[src/sv/xcfp_pkg.sv]
// shared types, constants and codes for the xor-checked frame parser
// used by every module of the block except xcfp_ram; depends on nothing
package xcfp_pkg;

  localparam int MAX_LEN_DEF = 32;
  localparam int MAX_WORDS   = 8;
  localparam int QDEPTH      = 2;
  localparam int CFG_IW      = 2;

  localparam logic [7:0] HEAD1_BYTE = 8'hAA;
  localparam logic [7:0] HEAD2_BYTE = 8'h55;
  localparam logic [7:0] TAIL_BYTE  = 8'hEE;

  localparam logic [7:0] MAX_ID_RST   = 8'd16;
  localparam logic [7:0] FLOAT_ID_RST = 8'd1;
  localparam logic [7:0] COUNT_ID_RST = 8'd5;

  localparam logic [CFG_IW-1:0] REG_MAX_ID   = 2'd0;
  localparam logic [CFG_IW-1:0] REG_FLOAT_ID = 2'd1;
  localparam logic [CFG_IW-1:0] REG_COUNT_ID = 2'd2;

  localparam logic [2:0] ST_OK        = 3'd0;
  localparam logic [2:0] ST_BAD_ID    = 3'd1;
  localparam logic [2:0] ST_BAD_LEN   = 3'd2;
  localparam logic [2:0] ST_BAD_CHECK = 3'd3;
  localparam logic [2:0] ST_BAD_TAIL  = 3'd4;

  typedef enum logic [2:0] {
    PH_HEAD1,
    PH_HEAD2,
    PH_ID,
    PH_LEN,
    PH_DATA,
    PH_CHECK,
    PH_TAIL
  } phase_t;

  typedef enum logic [1:0] {
    B_IDLE,
    B_RD,
    B_DATA,
    B_SEND
  } bstate_t;

  // one unit of work handed from the parser to the result side
  typedef struct packed {
    logic        words;
    logic [2:0]  status;
    logic [7:0]  frame_id;
    logic [5:0]  payload_len;
    logic [3:0]  nwords;
    logic [15:0] event_count;
  } job_t;

endpackage

[src/sv/xor_checked_frame_parser.sv]
// top level of the xor-checked frame parser: parser, job queue, result side, payload ram
// depends on xcfp_pkg, xcfp_ram, xcfp_queue, xcfp_front and xcfp_back
//
// Parses frames AA 55 id len payload[len] xor EE from a byte stream. The parser
// takes one byte per cycle while in_tready is high; each frame it finishes or
// rejects becomes one job in a two-entry queue, so bytes keep flowing while
// results wait on out_tready. A status result goes from the job register to the
// output register; float words go one at a time through the registered read of the
// payload ram. While those words are still being read, a new frame's payload
// bytes are held off at in_tready, since the ram has a single buffer; header,
// id, length, check and tail bytes still pass. in_tready also drops while the
// queue is full. cfg_ready is always high; write registers only while idle.
module xor_checked_frame_parser #(
  parameter int MAX_LEN = xcfp_pkg::MAX_LEN_DEF
) (
  input  logic                        clk,
  input  logic                        rst_n,
  input  logic                        in_tvalid,
  output logic                        in_tready,
  input  logic [7:0]                  in_tdata,   // [7:0] rx_byte
  input  logic                        in_tlast,   // packet_end
  output logic                        out_tvalid,
  input  logic                        out_tready,
  // [7:0] frame_id, [13:8] payload_len, [16:14] word_index, [48:17] data_word,
  // [64:49] event_count, [71:65] zero
  output logic [71:0]                 out_tdata,
  output logic [3:0]                  out_tuser,  // [2:0] status, [3] word_valid
  output logic                        out_tlast,  // last
  input  logic                        cfg_valid,
  output logic                        cfg_ready,
  input  logic [xcfp_pkg::CFG_IW-1:0] cfg_index,
  input  logic [7:0]                  cfg_data
);

  localparam int WORDS = (MAX_LEN / 4 < xcfp_pkg::MAX_WORDS) ? MAX_LEN / 4
                                                             : xcfp_pkg::MAX_WORDS;
  localparam int AW = (WORDS > 1) ? $clog2(WORDS) : 1;

  logic           q_full, q_empty, push, pop, words_done;
  xcfp_pkg::job_t push_job, head_job;
  logic           ram_we, ram_re;
  logic [AW-1:0]  ram_waddr, ram_raddr;
  logic [31:0]    ram_wdata, ram_rdata;

  logic [2:0]  status;
  logic [7:0]  frame_id;
  logic [5:0]  payload_len;
  logic        word_valid;
  logic [2:0]  word_index;
  logic [31:0] data_word;
  logic [15:0] event_count;

  assign cfg_ready = 1'b1;

  xcfp_front #(.MAX_LEN(MAX_LEN)) u_front (
    .clk        (clk),
    .rst_n      (rst_n),
    .in_valid   (in_tvalid),
    .in_ready   (in_tready),
    .rx_byte    (in_tdata),
    .packet_end (in_tlast),
    .cfg_we     (cfg_valid && cfg_ready),
    .cfg_idx    (cfg_index),
    .cfg_val    (cfg_data),
    .q_full     (q_full),
    .push       (push),
    .push_job   (push_job),
    .words_done (words_done),
    .ram_we     (ram_we),
    .ram_waddr  (ram_waddr),
    .ram_wdata  (ram_wdata)
  );

  xcfp_queue u_queue (
    .clk      (clk),
    .rst_n    (rst_n),
    .push     (push),
    .push_job (push_job),
    .pop      (pop),
    .head_job (head_job),
    .empty    (q_empty),
    .full     (q_full)
  );

  xcfp_ram #(.W(32), .D(WORDS)) u_ram (
    .clk   (clk),
    .we    (ram_we),
    .waddr (ram_waddr),
    .wdata (ram_wdata),
    .re    (ram_re),
    .raddr (ram_raddr),
    .rdata (ram_rdata)
  );

  xcfp_back #(.MAX_LEN(MAX_LEN)) u_back (
    .clk         (clk),
    .rst_n       (rst_n),
    .q_empty     (q_empty),
    .head_job    (head_job),
    .pop         (pop),
    .words_done  (words_done),
    .ram_re      (ram_re),
    .ram_raddr   (ram_raddr),
    .ram_rdata   (ram_rdata),
    .out_valid   (out_tvalid),
    .out_ready   (out_tready),
    .status      (status),
    .frame_id    (frame_id),
    .payload_len (payload_len),
    .word_valid  (word_valid),
    .word_index  (word_index),
    .data_word   (data_word),
    .event_count (event_count),
    .last        (out_tlast)
  );

  assign out_tdata = {7'd0, event_count, data_word, word_index, payload_len, frame_id};
  assign out_tuser = {word_valid, status};

endmodule

[src/sv/xcfp_ram.sv]
// generic single-write, single-read ram with registered read data
// no dependencies
module xcfp_ram #(
  parameter int W = 32,
  parameter int D = 8,
  localparam int AW = (D > 1) ? $clog2(D) : 1
) (
  input  logic          clk,
  input  logic          we,
  input  logic [AW-1:0] waddr,
  input  logic [W-1:0]  wdata,
  input  logic          re,
  input  logic [AW-1:0] raddr,
  output logic [W-1:0]  rdata
);

  logic [W-1:0] mem [D];
  logic [W-1:0] rdata_r;

  always_ff @(posedge clk) begin
    if (we) begin
      mem[waddr] <= wdata;
    end
    if (re) begin
      rdata_r <= mem[raddr];
    end
  end

  assign rdata = rdata_r;

endmodule

[src/sv/xcfp_queue.sv]
// short job queue between the parser and the result side
// depends on xcfp_pkg for the job type and depth
module xcfp_queue (
  input  logic             clk,
  input  logic             rst_n,
  input  logic             push,
  input  xcfp_pkg::job_t   push_job,
  input  logic             pop,
  output xcfp_pkg::job_t   head_job,
  output logic             empty,
  output logic             full
);

  localparam int PW = (xcfp_pkg::QDEPTH > 1) ? $clog2(xcfp_pkg::QDEPTH) : 1;
  localparam int CW = $clog2(xcfp_pkg::QDEPTH + 1);

  xcfp_pkg::job_t slot_r [xcfp_pkg::QDEPTH];
  logic [PW-1:0] wptr_r, wptr_nxt;
  logic [PW-1:0] rptr_r, rptr_nxt;
  logic [CW-1:0] cnt_r, cnt_nxt;

  always_comb begin
    wptr_nxt = wptr_r;
    rptr_nxt = rptr_r;
    cnt_nxt  = cnt_r;
    if (push) begin
      wptr_nxt = (wptr_r == PW'(xcfp_pkg::QDEPTH - 1)) ? '0 : wptr_r + 1'b1;
    end
    if (pop) begin
      rptr_nxt = (rptr_r == PW'(xcfp_pkg::QDEPTH - 1)) ? '0 : rptr_r + 1'b1;
    end
    if (push && !pop) begin
      cnt_nxt = cnt_r + 1'b1;
    end else if (pop && !push) begin
      cnt_nxt = cnt_r - 1'b1;
    end
  end

  always_ff @(posedge clk) begin
    if (!rst_n) begin
      wptr_r <= '0;
      rptr_r <= '0;
      cnt_r  <= '0;
    end else begin
      wptr_r <= wptr_nxt;
      rptr_r <= rptr_nxt;
      cnt_r  <= cnt_nxt;
    end
  end

  always_ff @(posedge clk) begin
    if (push) begin
      slot_r[wptr_r] <= push_job;
    end
  end

  assign head_job = slot_r[rptr_r];
  assign empty    = (cnt_r == '0);
  assign full     = (cnt_r == CW'(xcfp_pkg::QDEPTH));

endmodule

[src/sv/xcfp_front.sv]
// byte parser: config registers, frame state machine, word packing and job issue
// depends on xcfp_pkg; writes payload words into the shared ram
module xcfp_front #(
  parameter int MAX_LEN = xcfp_pkg::MAX_LEN_DEF,
  localparam int WORDS = (MAX_LEN / 4 < xcfp_pkg::MAX_WORDS) ? MAX_LEN / 4
                                                             : xcfp_pkg::MAX_WORDS,
  localparam int AW = (WORDS > 1) ? $clog2(WORDS) : 1,
  localparam int LW = $clog2(MAX_LEN + 1)
) (
  input  logic                        clk,
  input  logic                        rst_n,
  input  logic                        in_valid,
  output logic                        in_ready,
  input  logic [7:0]                  rx_byte,
  input  logic                        packet_end,
  input  logic                        cfg_we,
  input  logic [xcfp_pkg::CFG_IW-1:0] cfg_idx,
  input  logic [7:0]                  cfg_val,
  input  logic                        q_full,
  output logic                        push,
  output xcfp_pkg::job_t              push_job,
  input  logic                        words_done,
  output logic                        ram_we,
  output logic [AW-1:0]               ram_waddr,
  output logic [31:0]                 ram_wdata
);

  xcfp_pkg::phase_t phase_r, phase_nxt;
  logic             skip_r, skip_nxt;
  logic             wbusy_r, wbusy_nxt;
  logic [7:0]       max_id_r, float_id_r, count_id_r;
  logic [7:0]       id_r, id_nxt;
  logic [LW-1:0]    len_r, len_nxt;
  logic [LW-1:0]    pos_r, pos_nxt;
  logic [7:0]       xor_r, xor_nxt;
  logic [23:0]      sh_r, sh_nxt;
  logic [15:0]      evt_r, evt_nxt;

  logic          fire;
  logic          act;
  logic [LW:0]   pos_inc;
  logic [3:0]    nwords;
  logic          id_bad;
  logic          len_bad;
  logic          float_hit;
  logic          count_hit;

  // payload writes wait while the previous frame's words are still being read out
  assign in_ready = !q_full && !(phase_r == xcfp_pkg::PH_DATA && wbusy_r && !skip_r);
  assign fire     = in_valid && in_ready;
  assign act      = fire && !skip_r;

  assign pos_inc   = {1'b0, pos_r} + 1'b1;
  assign id_bad    = (rx_byte == 8'd0) || (rx_byte > max_id_r);
  assign len_bad   = rx_byte > 8'(MAX_LEN);
  assign float_hit = (len_r != '0) && (id_r == float_id_r);
  assign count_hit = (len_r != '0) && !float_hit && (id_r == count_id_r);

  always_comb begin
    if ({1'b0, len_r[LW-1:2]} >= (LW-1)'(WORDS)) begin
      nwords = 4'(WORDS);
    end else begin
      nwords = 4'(len_r[LW-1:2]);
    end
  end

  // next phase
  always_comb begin
    phase_nxt = phase_r;
    if (act) begin
      case (phase_r)
        xcfp_pkg::PH_HEAD1: begin
          if (rx_byte == xcfp_pkg::HEAD1_BYTE) phase_nxt = xcfp_pkg::PH_HEAD2;
        end
        xcfp_pkg::PH_HEAD2: begin
          phase_nxt = (rx_byte == xcfp_pkg::HEAD2_BYTE) ? xcfp_pkg::PH_ID
                                                        : xcfp_pkg::PH_HEAD1;
        end
        xcfp_pkg::PH_ID: begin
          phase_nxt = id_bad ? xcfp_pkg::PH_HEAD1 : xcfp_pkg::PH_LEN;
        end
        xcfp_pkg::PH_LEN: begin
          if (len_bad) begin
            phase_nxt = xcfp_pkg::PH_HEAD1;
          end else if (rx_byte == 8'd0) begin
            phase_nxt = xcfp_pkg::PH_CHECK;
          end else begin
            phase_nxt = xcfp_pkg::PH_DATA;
          end
        end
        xcfp_pkg::PH_DATA: begin
          if (pos_inc >= {1'b0, len_r}) phase_nxt = xcfp_pkg::PH_CHECK;
        end
        xcfp_pkg::PH_CHECK: begin
          phase_nxt = (rx_byte == xor_r) ? xcfp_pkg::PH_TAIL : xcfp_pkg::PH_HEAD1;
        end
        xcfp_pkg::PH_TAIL: phase_nxt = xcfp_pkg::PH_HEAD1;
        default:           phase_nxt = xcfp_pkg::PH_HEAD1;
      endcase
    end
  end

  // datapath, ram writes and job issue
  always_comb begin
    skip_nxt  = skip_r;
    wbusy_nxt = wbusy_r;
    id_nxt    = id_r;
    len_nxt   = len_r;
    pos_nxt   = pos_r;
    xor_nxt   = xor_r;
    sh_nxt    = sh_r;
    evt_nxt   = evt_r;
    push      = 1'b0;
    push_job  = '{words: 1'b0, status: xcfp_pkg::ST_OK, frame_id: id_r,
                  payload_len: 6'(len_r), nwords: 4'd0, event_count: evt_r};
    ram_we    = 1'b0;
    ram_waddr = pos_r[AW+1:2];
    ram_wdata = {rx_byte, sh_r};
    if (words_done) wbusy_nxt = 1'b0;
    if (fire && skip_r) begin
      if (packet_end) skip_nxt = 1'b0;
    end else if (act) begin
      case (phase_r)
        xcfp_pkg::PH_ID: begin
          if (id_bad) begin
            push                 = 1'b1;
            push_job.status      = xcfp_pkg::ST_BAD_ID;
            push_job.frame_id    = rx_byte;
            push_job.payload_len = 6'd0;
          end else begin
            id_nxt = rx_byte;
          end
        end
        xcfp_pkg::PH_LEN: begin
          if (len_bad) begin
            push                 = 1'b1;
            push_job.status      = xcfp_pkg::ST_BAD_LEN;
            push_job.payload_len = 6'd0;
          end else begin
            len_nxt = rx_byte[LW-1:0];
            pos_nxt = '0;
            xor_nxt = 8'd0;
          end
        end
        xcfp_pkg::PH_DATA: begin
          xor_nxt = xor_r ^ rx_byte;
          sh_nxt  = {rx_byte, sh_r[23:8]};
          pos_nxt = pos_inc[LW-1:0];
          if (pos_inc >= {1'b0, len_r}) pos_nxt = '0;
          // a full little-endian word lands on every fourth byte
          if (pos_r[1:0] == 2'b11 && {1'b0, pos_r[LW-1:2]} < (LW-1)'(WORDS)) begin
            ram_we = 1'b1;
          end
        end
        xcfp_pkg::PH_CHECK: begin
          if (rx_byte != xor_r) begin
            push            = 1'b1;
            push_job.status = xcfp_pkg::ST_BAD_CHECK;
          end
        end
        xcfp_pkg::PH_TAIL: begin
          if (!packet_end) skip_nxt = 1'b1;
          push = 1'b1;
          if (rx_byte != xcfp_pkg::TAIL_BYTE) begin
            push_job.status = xcfp_pkg::ST_BAD_TAIL;
          end else if (float_hit && nwords != 4'd0) begin
            push_job.words  = 1'b1;
            push_job.nwords = nwords;
            wbusy_nxt       = 1'b1;
          end else if (count_hit) begin
            evt_nxt              = evt_r + 16'd1;
            push_job.event_count = evt_r + 16'd1;
          end
        end
        default: begin
        end
      endcase
    end
  end

  always_ff @(posedge clk) begin
    if (!rst_n) begin
      phase_r    <= xcfp_pkg::PH_HEAD1;
      skip_r     <= 1'b0;
      wbusy_r    <= 1'b0;
      id_r       <= 8'd0;
      len_r      <= '0;
      pos_r      <= '0;
      xor_r      <= 8'd0;
      evt_r      <= 16'd0;
      max_id_r   <= xcfp_pkg::MAX_ID_RST;
      float_id_r <= xcfp_pkg::FLOAT_ID_RST;
      count_id_r <= xcfp_pkg::COUNT_ID_RST;
    end else begin
      phase_r <= phase_nxt;
      skip_r  <= skip_nxt;
      wbusy_r <= wbusy_nxt;
      id_r    <= id_nxt;
      len_r   <= len_nxt;
      pos_r   <= pos_nxt;
      xor_r   <= xor_nxt;
      evt_r   <= evt_nxt;
      if (cfg_we) begin
        case (cfg_idx)
          xcfp_pkg::REG_MAX_ID:   max_id_r   <= cfg_val;
          xcfp_pkg::REG_FLOAT_ID: float_id_r <= cfg_val;
          xcfp_pkg::REG_COUNT_ID: count_id_r <= cfg_val;
          default: begin
          end
        endcase
      end
    end
  end

  always_ff @(posedge clk) begin
    sh_r <= sh_nxt;
  end

endmodule

[src/sv/xcfp_back.sv]
// result side: takes jobs from the queue, reads payload words and drives the output register
// depends on xcfp_pkg; reads the shared payload ram
module xcfp_back #(
  parameter int MAX_LEN = xcfp_pkg::MAX_LEN_DEF,
  localparam int WORDS = (MAX_LEN / 4 < xcfp_pkg::MAX_WORDS) ? MAX_LEN / 4
                                                             : xcfp_pkg::MAX_WORDS,
  localparam int AW = (WORDS > 1) ? $clog2(WORDS) : 1
) (
  input  logic           clk,
  input  logic           rst_n,
  input  logic           q_empty,
  input  xcfp_pkg::job_t head_job,
  output logic           pop,
  output logic           words_done,
  output logic           ram_re,
  output logic [AW-1:0]  ram_raddr,
  input  logic [31:0]    ram_rdata,
  output logic           out_valid,
  input  logic           out_ready,
  output logic [2:0]     status,
  output logic [7:0]     frame_id,
  output logic [5:0]     payload_len,
  output logic           word_valid,
  output logic [2:0]     word_index,
  output logic [31:0]    data_word,
  output logic [15:0]    event_count,
  output logic           last
);

  xcfp_pkg::bstate_t state_r, state_nxt;
  xcfp_pkg::job_t    job_r;
  logic [2:0]        widx_r, widx_nxt;
  logic              ovalid_r, ovalid_nxt;
  logic [2:0]        st_r;
  logic [7:0]        fid_r;
  logic [5:0]        plen_r;
  logic              wv_r;
  logic [2:0]        wi_r;
  logic [31:0]       dw_r;
  logic [15:0]       ec_r;
  logic              last_r;

  logic slot_free;
  logic final_word;
  logic load_word;
  logic load_stat;

  assign slot_free  = !ovalid_r || out_ready;
  assign final_word = ({1'b0, widx_r} + 4'd1) == job_r.nwords;

  // next state
  always_comb begin
    state_nxt = state_r;
    case (state_r)
      xcfp_pkg::B_IDLE: begin
        if (!q_empty) state_nxt = head_job.words ? xcfp_pkg::B_RD : xcfp_pkg::B_SEND;
      end
      xcfp_pkg::B_RD:   state_nxt = xcfp_pkg::B_DATA;
      xcfp_pkg::B_DATA: begin
        if (slot_free) state_nxt = final_word ? xcfp_pkg::B_IDLE : xcfp_pkg::B_RD;
      end
      xcfp_pkg::B_SEND: begin
        if (slot_free) state_nxt = xcfp_pkg::B_IDLE;
      end
      default: state_nxt = xcfp_pkg::B_IDLE;
    endcase
  end

  // outputs of the sequencer
  always_comb begin
    pop        = 1'b0;
    ram_re     = 1'b0;
    load_word  = 1'b0;
    load_stat  = 1'b0;
    widx_nxt   = widx_r;
    case (state_r)
      xcfp_pkg::B_IDLE: begin
        pop      = !q_empty;
        widx_nxt = 3'd0;
      end
      xcfp_pkg::B_RD:   ram_re = 1'b1;
      xcfp_pkg::B_DATA: begin
        load_word = slot_free;
        if (slot_free) widx_nxt = widx_r + 3'd1;
      end
      xcfp_pkg::B_SEND: load_stat = slot_free;
      default: begin
      end
    endcase
  end

  assign words_done = load_word && final_word;
  assign ram_raddr  = widx_r[AW-1:0];

  always_comb begin
    ovalid_nxt = ovalid_r;
    if (load_word || load_stat) begin
      ovalid_nxt = 1'b1;
    end else if (out_ready) begin
      ovalid_nxt = 1'b0;
    end
  end

  always_ff @(posedge clk) begin
    if (!rst_n) begin
      state_r  <= xcfp_pkg::B_IDLE;
      ovalid_r <= 1'b0;
      widx_r   <= 3'd0;
    end else begin
      state_r  <= state_nxt;
      ovalid_r <= ovalid_nxt;
      widx_r   <= widx_nxt;
    end
  end

  always_ff @(posedge clk) begin
    if (pop) job_r <= head_job;
    if (load_word || load_stat) begin
      st_r   <= job_r.status;
      fid_r  <= job_r.frame_id;
      plen_r <= job_r.payload_len;
      ec_r   <= job_r.event_count;
      wv_r   <= load_word;
      wi_r   <= load_word ? widx_r : 3'd0;
      dw_r   <= load_word ? ram_rdata : 32'd0;
      last_r <= load_stat || final_word;
    end
  end

  assign out_valid   = ovalid_r;
  assign status      = st_r;
  assign frame_id    = fid_r;
  assign payload_len = plen_r;
  assign word_valid  = wv_r;
  assign word_index  = wi_r;
  assign data_word   = dw_r;
  assign event_count = ec_r;
  assign last        = last_r;

endmodule

[config.mk]
export PLATFORM = sky130hd
export DESIGN_NAME = xor_checked_frame_parser
export DESIGN_NICKNAME = d
export VERILOG_FILES = /design/src/sv/xcfp_pkg.sv /design/src/sv/xor_checked_frame_parser.sv /design/src/sv/xcfp_ram.sv /design/src/sv/xcfp_queue.sv /design/src/sv/xcfp_front.sv /design/src/sv/xcfp_back.sv
export SDC_FILE = /design/constraint.sdc
export NUM_CORES = 1
export LEC_CHECK = 0
export BUFFER_PORTS_ARGS = -buffer_cell sky130_fd_sc_hd__buf_2
export CAP_MARGIN = 30
export CORE_MARGIN = 1
export CORE_UTILIZATION = 33
export CTS_CLUSTER_SIZE = 20
export DETAILED_ROUTE_END_ITERATION = 10
export PLACE_DENSITY = 0.49
export SLEW_MARGIN = 5
export SYNTH_ARGS = -nofsm -noshare
export SYNTH_HDL_FRONTEND = slang
export SYNTH_SLANG_ARGS = --single-unit
export TNS_END_PERCENT = 5
[constraint.sdc]
create_clock -name clk -period 4.8 [get_ports clk]
set_input_delay 0.24 -clock clk [delete_from_list [all_inputs] [get_ports clk]]
set_output_delay 0.24 -clock clk [all_outputs]
set_load 0.01 [all_outputs]
==> metrics.md <==
| Metric | Value |
|---|---|
| Synthesis-to-finish area growth | `17.7%` |
| CTS tree | `done` |
| Crit Path Class | `flop to flop` |
| P per Cell Area | `469 nW/um2` |
| Critical path data arrival time | `about 3300 ps` |
| Clock buffer depth | `3` |
| Post-synth EDFFs | `roughly 500` |
| Drc violations | `0` |
| CTS Hold Bufs | `11` |
| Power Total | `about 12 mW` |
| Ys Warns | `0` |
| Fin. Hold Viols | `0` |
| Die width | `263 um` |
| Setup_tns | `0 ps` |
| Drt initial violations | `696` |
| Pin count of the biggest net entering global routing | `around 50` |
| ANT cells | `0` |
| DRT antenna net count | `0` |
| GRT Util Overall | `13.4%` |
| Buf/Inv on CP | `2` |
| Clock Skews | `between 20 and 30 ps` |
| Clk pin slew, worst setup/hold paths | `roughly 60 ps` |
| Slew HR | `between 40% and 50%` |
| Site Rows | `95` |
| Min Hold Slack | `63.9 ps` |
| Gr ovfl total | `0` |
| Gate power share | `a little under a tenth` |
| Fin worst setup slack | `roughly 1700 ps` |
| Slew at the pin closest to its max-slew limit | `~860 ps` |
| WL/cell | `approximately 19 um` |
| Slew Viols, Final | `0` |
| Startpoint Class | `flop` |
| Top delay family on crit path | `simple AND/OR/NAND/NOR gates` |
| Layout cell share with drive strength beyond 1 | `between 20% and 30%` |
| WP data required | `slightly above 5000 ps` |
| Num Clock Sinks | `between 500 and 600` |
| Mapped Cells | `1281` |
| Fmax | `between 300 and 400 MHz` |
| Setup violators final | `0` |
| Top FF cell, synth | `edfxtp_1` |
| Post-CTS setup buffers | `0` |
| Ranking of synthesized cells by area | `edfxtp_1 66%, dfxtp_1 7.5%, mux4_2 6.4%, mux2_2 3.5%, mux2i_1 1.6%` |
| Root buf cell | `clkbuf_16` |
| Post-layout nets | `between 1k and 1.5k` |
| Num CTS Buffers | `66` |
| Worst-Skew Late Latency | `approximately 600 ps` |
| Worst Setup End Kind | `flop` |
| Worst min path class | `input port to flop` |
| Antenna violations before repair | `0` |
| Max cap viols | `0` |
| Max incr delay on CP | `around 550 ps` |
| Synthesized area | `roughly 23000 um2` |
| Die area | `slightly below 70000 um2` |
| GP Congestion | `0.776` |
| Synth async-reset ratio | `0%` |
| Final min period | `3090 ps` |
| Area after DPL | `24100 um2` |
| Core Area | `between 60000 and 70000 um2` |
| Leakage | `around 9 nW` |
| Post-CTS sizing | `0` |
| Vias | `11.1k` |
| Fin crit share | `around 64%` |
| RSZ-0062 raised after global routing | `false` |
| Status | `finished clean` |
| Peak supply drop | `between 0.0002 and 0.00025 V` |
| Htree depth | `3` |
| Mean area per synthesized cell | `around 18 um2` |
| Synth top area share | `66.0%` |
| Switching part of the total | `approximately 23%` |
| Synth cell types | `70` |
| Synth area leader | `edfxtp_1` |
| Drt via density | `4.73` |
| I/O pins | `104` |
| Crit-path slowest cell | `dfxtp_1` |
| IO buf count | `95` |
| P_sw | `roughly 2.9 mW` |
| Worst-path cell chain | `nand4bb_1, nand3_1, or2_2, inv_2, nand3b_1, nor2_4, buf_4` |
| First-pass GRT wire length | `71.0 mm` |
| Post-DP HPWL | `26.9 mm` |
| Power Internal | `~9.6 mW` |
| Number of global-route vias before repair | `11.7k` |
| Setup WS pre-CTS | `1490 ps` |
| Routed WL | `45.7 mm` |
| Crit-path max FO | `27` |
| Seq pwr share | `49.2%` |
| Register area share after synthesis | `about three quarters` |
| 1st-pass router iterations | `4` |
| Final Cell Area | `between 20000 and 30000 um2` |
| Initial core utilization | `around a third` |
| Die height | `263 um` |
| Yosys reg bits | `579` |
| Clock share of power | `just over 40%` |
[power by group through the flow]
stage | logic, mW | clock network (mW) | registers, mW
after floorplan | 0.740 | 0 | 6.20
after global placement | 1.16 | 0 | 6.24
after detailed placement | 1.17 | 0 | 6.25
after CTS | 1.18 | 5.34 | 6.15
after global routing | 1.27 | 5.52 | 6.16
final | 1.16 | 5.17 | 6.11
[layout make-up]
type / instances / area, um2
Clock buffer: 85 / 1800
Clock inverter: 36 / 448
Fill cell: 6070 / 40900
Inverter: 19 / 72.6
Multi-Input combinational cell: 620 / 5700
Sequential cell: 579 / 16600
Tap cell: 873 / 1090
Timing Repair Buffer: 132 / 846
[sequential cells by signal, indices dropped and copies added (netlist names), 8 cells and up, named ones only]
name / cells
u_front.id_r: 8
u_front.count_id_r: 8
u_ram.mem: 256
u_front.float_id_r: 8
u_ram.rdata: 32
u_back.event_count: 16
u_back.frame_id: 8
u_front.evt_r: 16
u_queue.slot_r: 76
u_front.max_id_r: 8
u_back.data_word: 32
u_front.sh_r: 24
u_back.job_r: 37
u_front.xor_r: 8
[cell usage after synthesis, drive strengths merged (2+ instances only)]
library cell,instances
xor2,32
o22ai,2
o21ai,17
nand2b,11
o31ai,3
nand3b,14
nor3,11
dfxtp,84
ha,18
o211ai,4
o21a,4
nand3,21
nor4b,7
xnor2,16
nor2,36
nor4,17
or3,3
a21boi,12
and3,10
nor2b,44
nand4,13
a21oi,14
or3b,2
or4b,2
and4,3
mux2i,36
buf,25
conb,2
mux2,77
a221oi,2
a211oi,5
inv,19
a21o,3
mux4,64
a31oi,3
or2,4
edfxtp,495
clkbuf,44
nand2,36
and2,53
[kinds of logic after synthesis]
| group | synth area share (%) |
|---|---|
| flip-flops | 73.5 |
| AND/OR/NAND/NOR | 7.63 |
| multiplexers | 11.9 |
| buffers and inverters | 1.78 |
| AO/OA/AOI/OAI | 2.37 |
| XOR/XNOR | 1.87 |
| adder cells (fa/ha/maj) | 1.00 |
| other | 0.0333 |
[through the flow]
stage          std cells  utilization [%]
6_report            2344             39.3
5_1_grt             2344             39.3
4_1_cts             2342             39.3
3_5_place_dp        2210             35.8
3_3_place_gp        2207             35.7
2_1_floorplan       1287                -
[worst paths after layout]
| path | from | to | slack [ps] | depth (start not counted) |
|---|---|---|---|---|
| worst max-delay path | u_front.phase_r[0]$_SDFFE_PN0P_ | u_ram.mem[2][22]$_DFFE_PP_ | 1710 | 7 |
| worst min-delay path | cfg_index[0] | u_front.max_id_r[4]$_SDFFE_PN1P_ | 60 | 3 |
| worst max register to register | u_front.phase_r[0]$_SDFFE_PN0P_ | u_ram.mem[2][22]$_DFFE_PP_ | 1710 | 7 |
| worst min register to register | u_back.job_r[5]$_DFFE_PP_ | u_back.event_count[5]$_DFFE_PP_ | 410 | 0 |
[tightest hold or removal path, stage by stage]
cell      delay [ps]
buf_2            100
nor3b_2          120
o211ai_1         170
[layer usage]
| metal | vias to the layer above | part of all wire (%) | global-route usage, % | wire length [um] |
|---|---|---|---|---|
| met5 | - | 0 | 0 | 0 |
| met1 | 5665 | 47 | 18.0 | 21300 |
| li1 | 5202 | - | - | - |
| met3 | 57 | 3.6 | 2.48 | 1620 |
| met2 | 165 | 48 | 21.7 | 21800 |
| met4 | 0 | 2.0 | 4.90 | 934 |
[layout by cell type (no fill, tap or decap), types with 21 or more instances in the layout]
cell type,instances
and2_1,51
buf_2,95
buf_4,22
clkbuf_16,68
dfxtp_1,80
edfxtp_1,495
mux2_2,69
mux2i_1,36
mux4_2,64
nand2_1,36
nand3_1,21
nor2_1,30
nor2b_1,43
xor2_1,32
No activity file was read; power rests on OpenSTA's default activity.
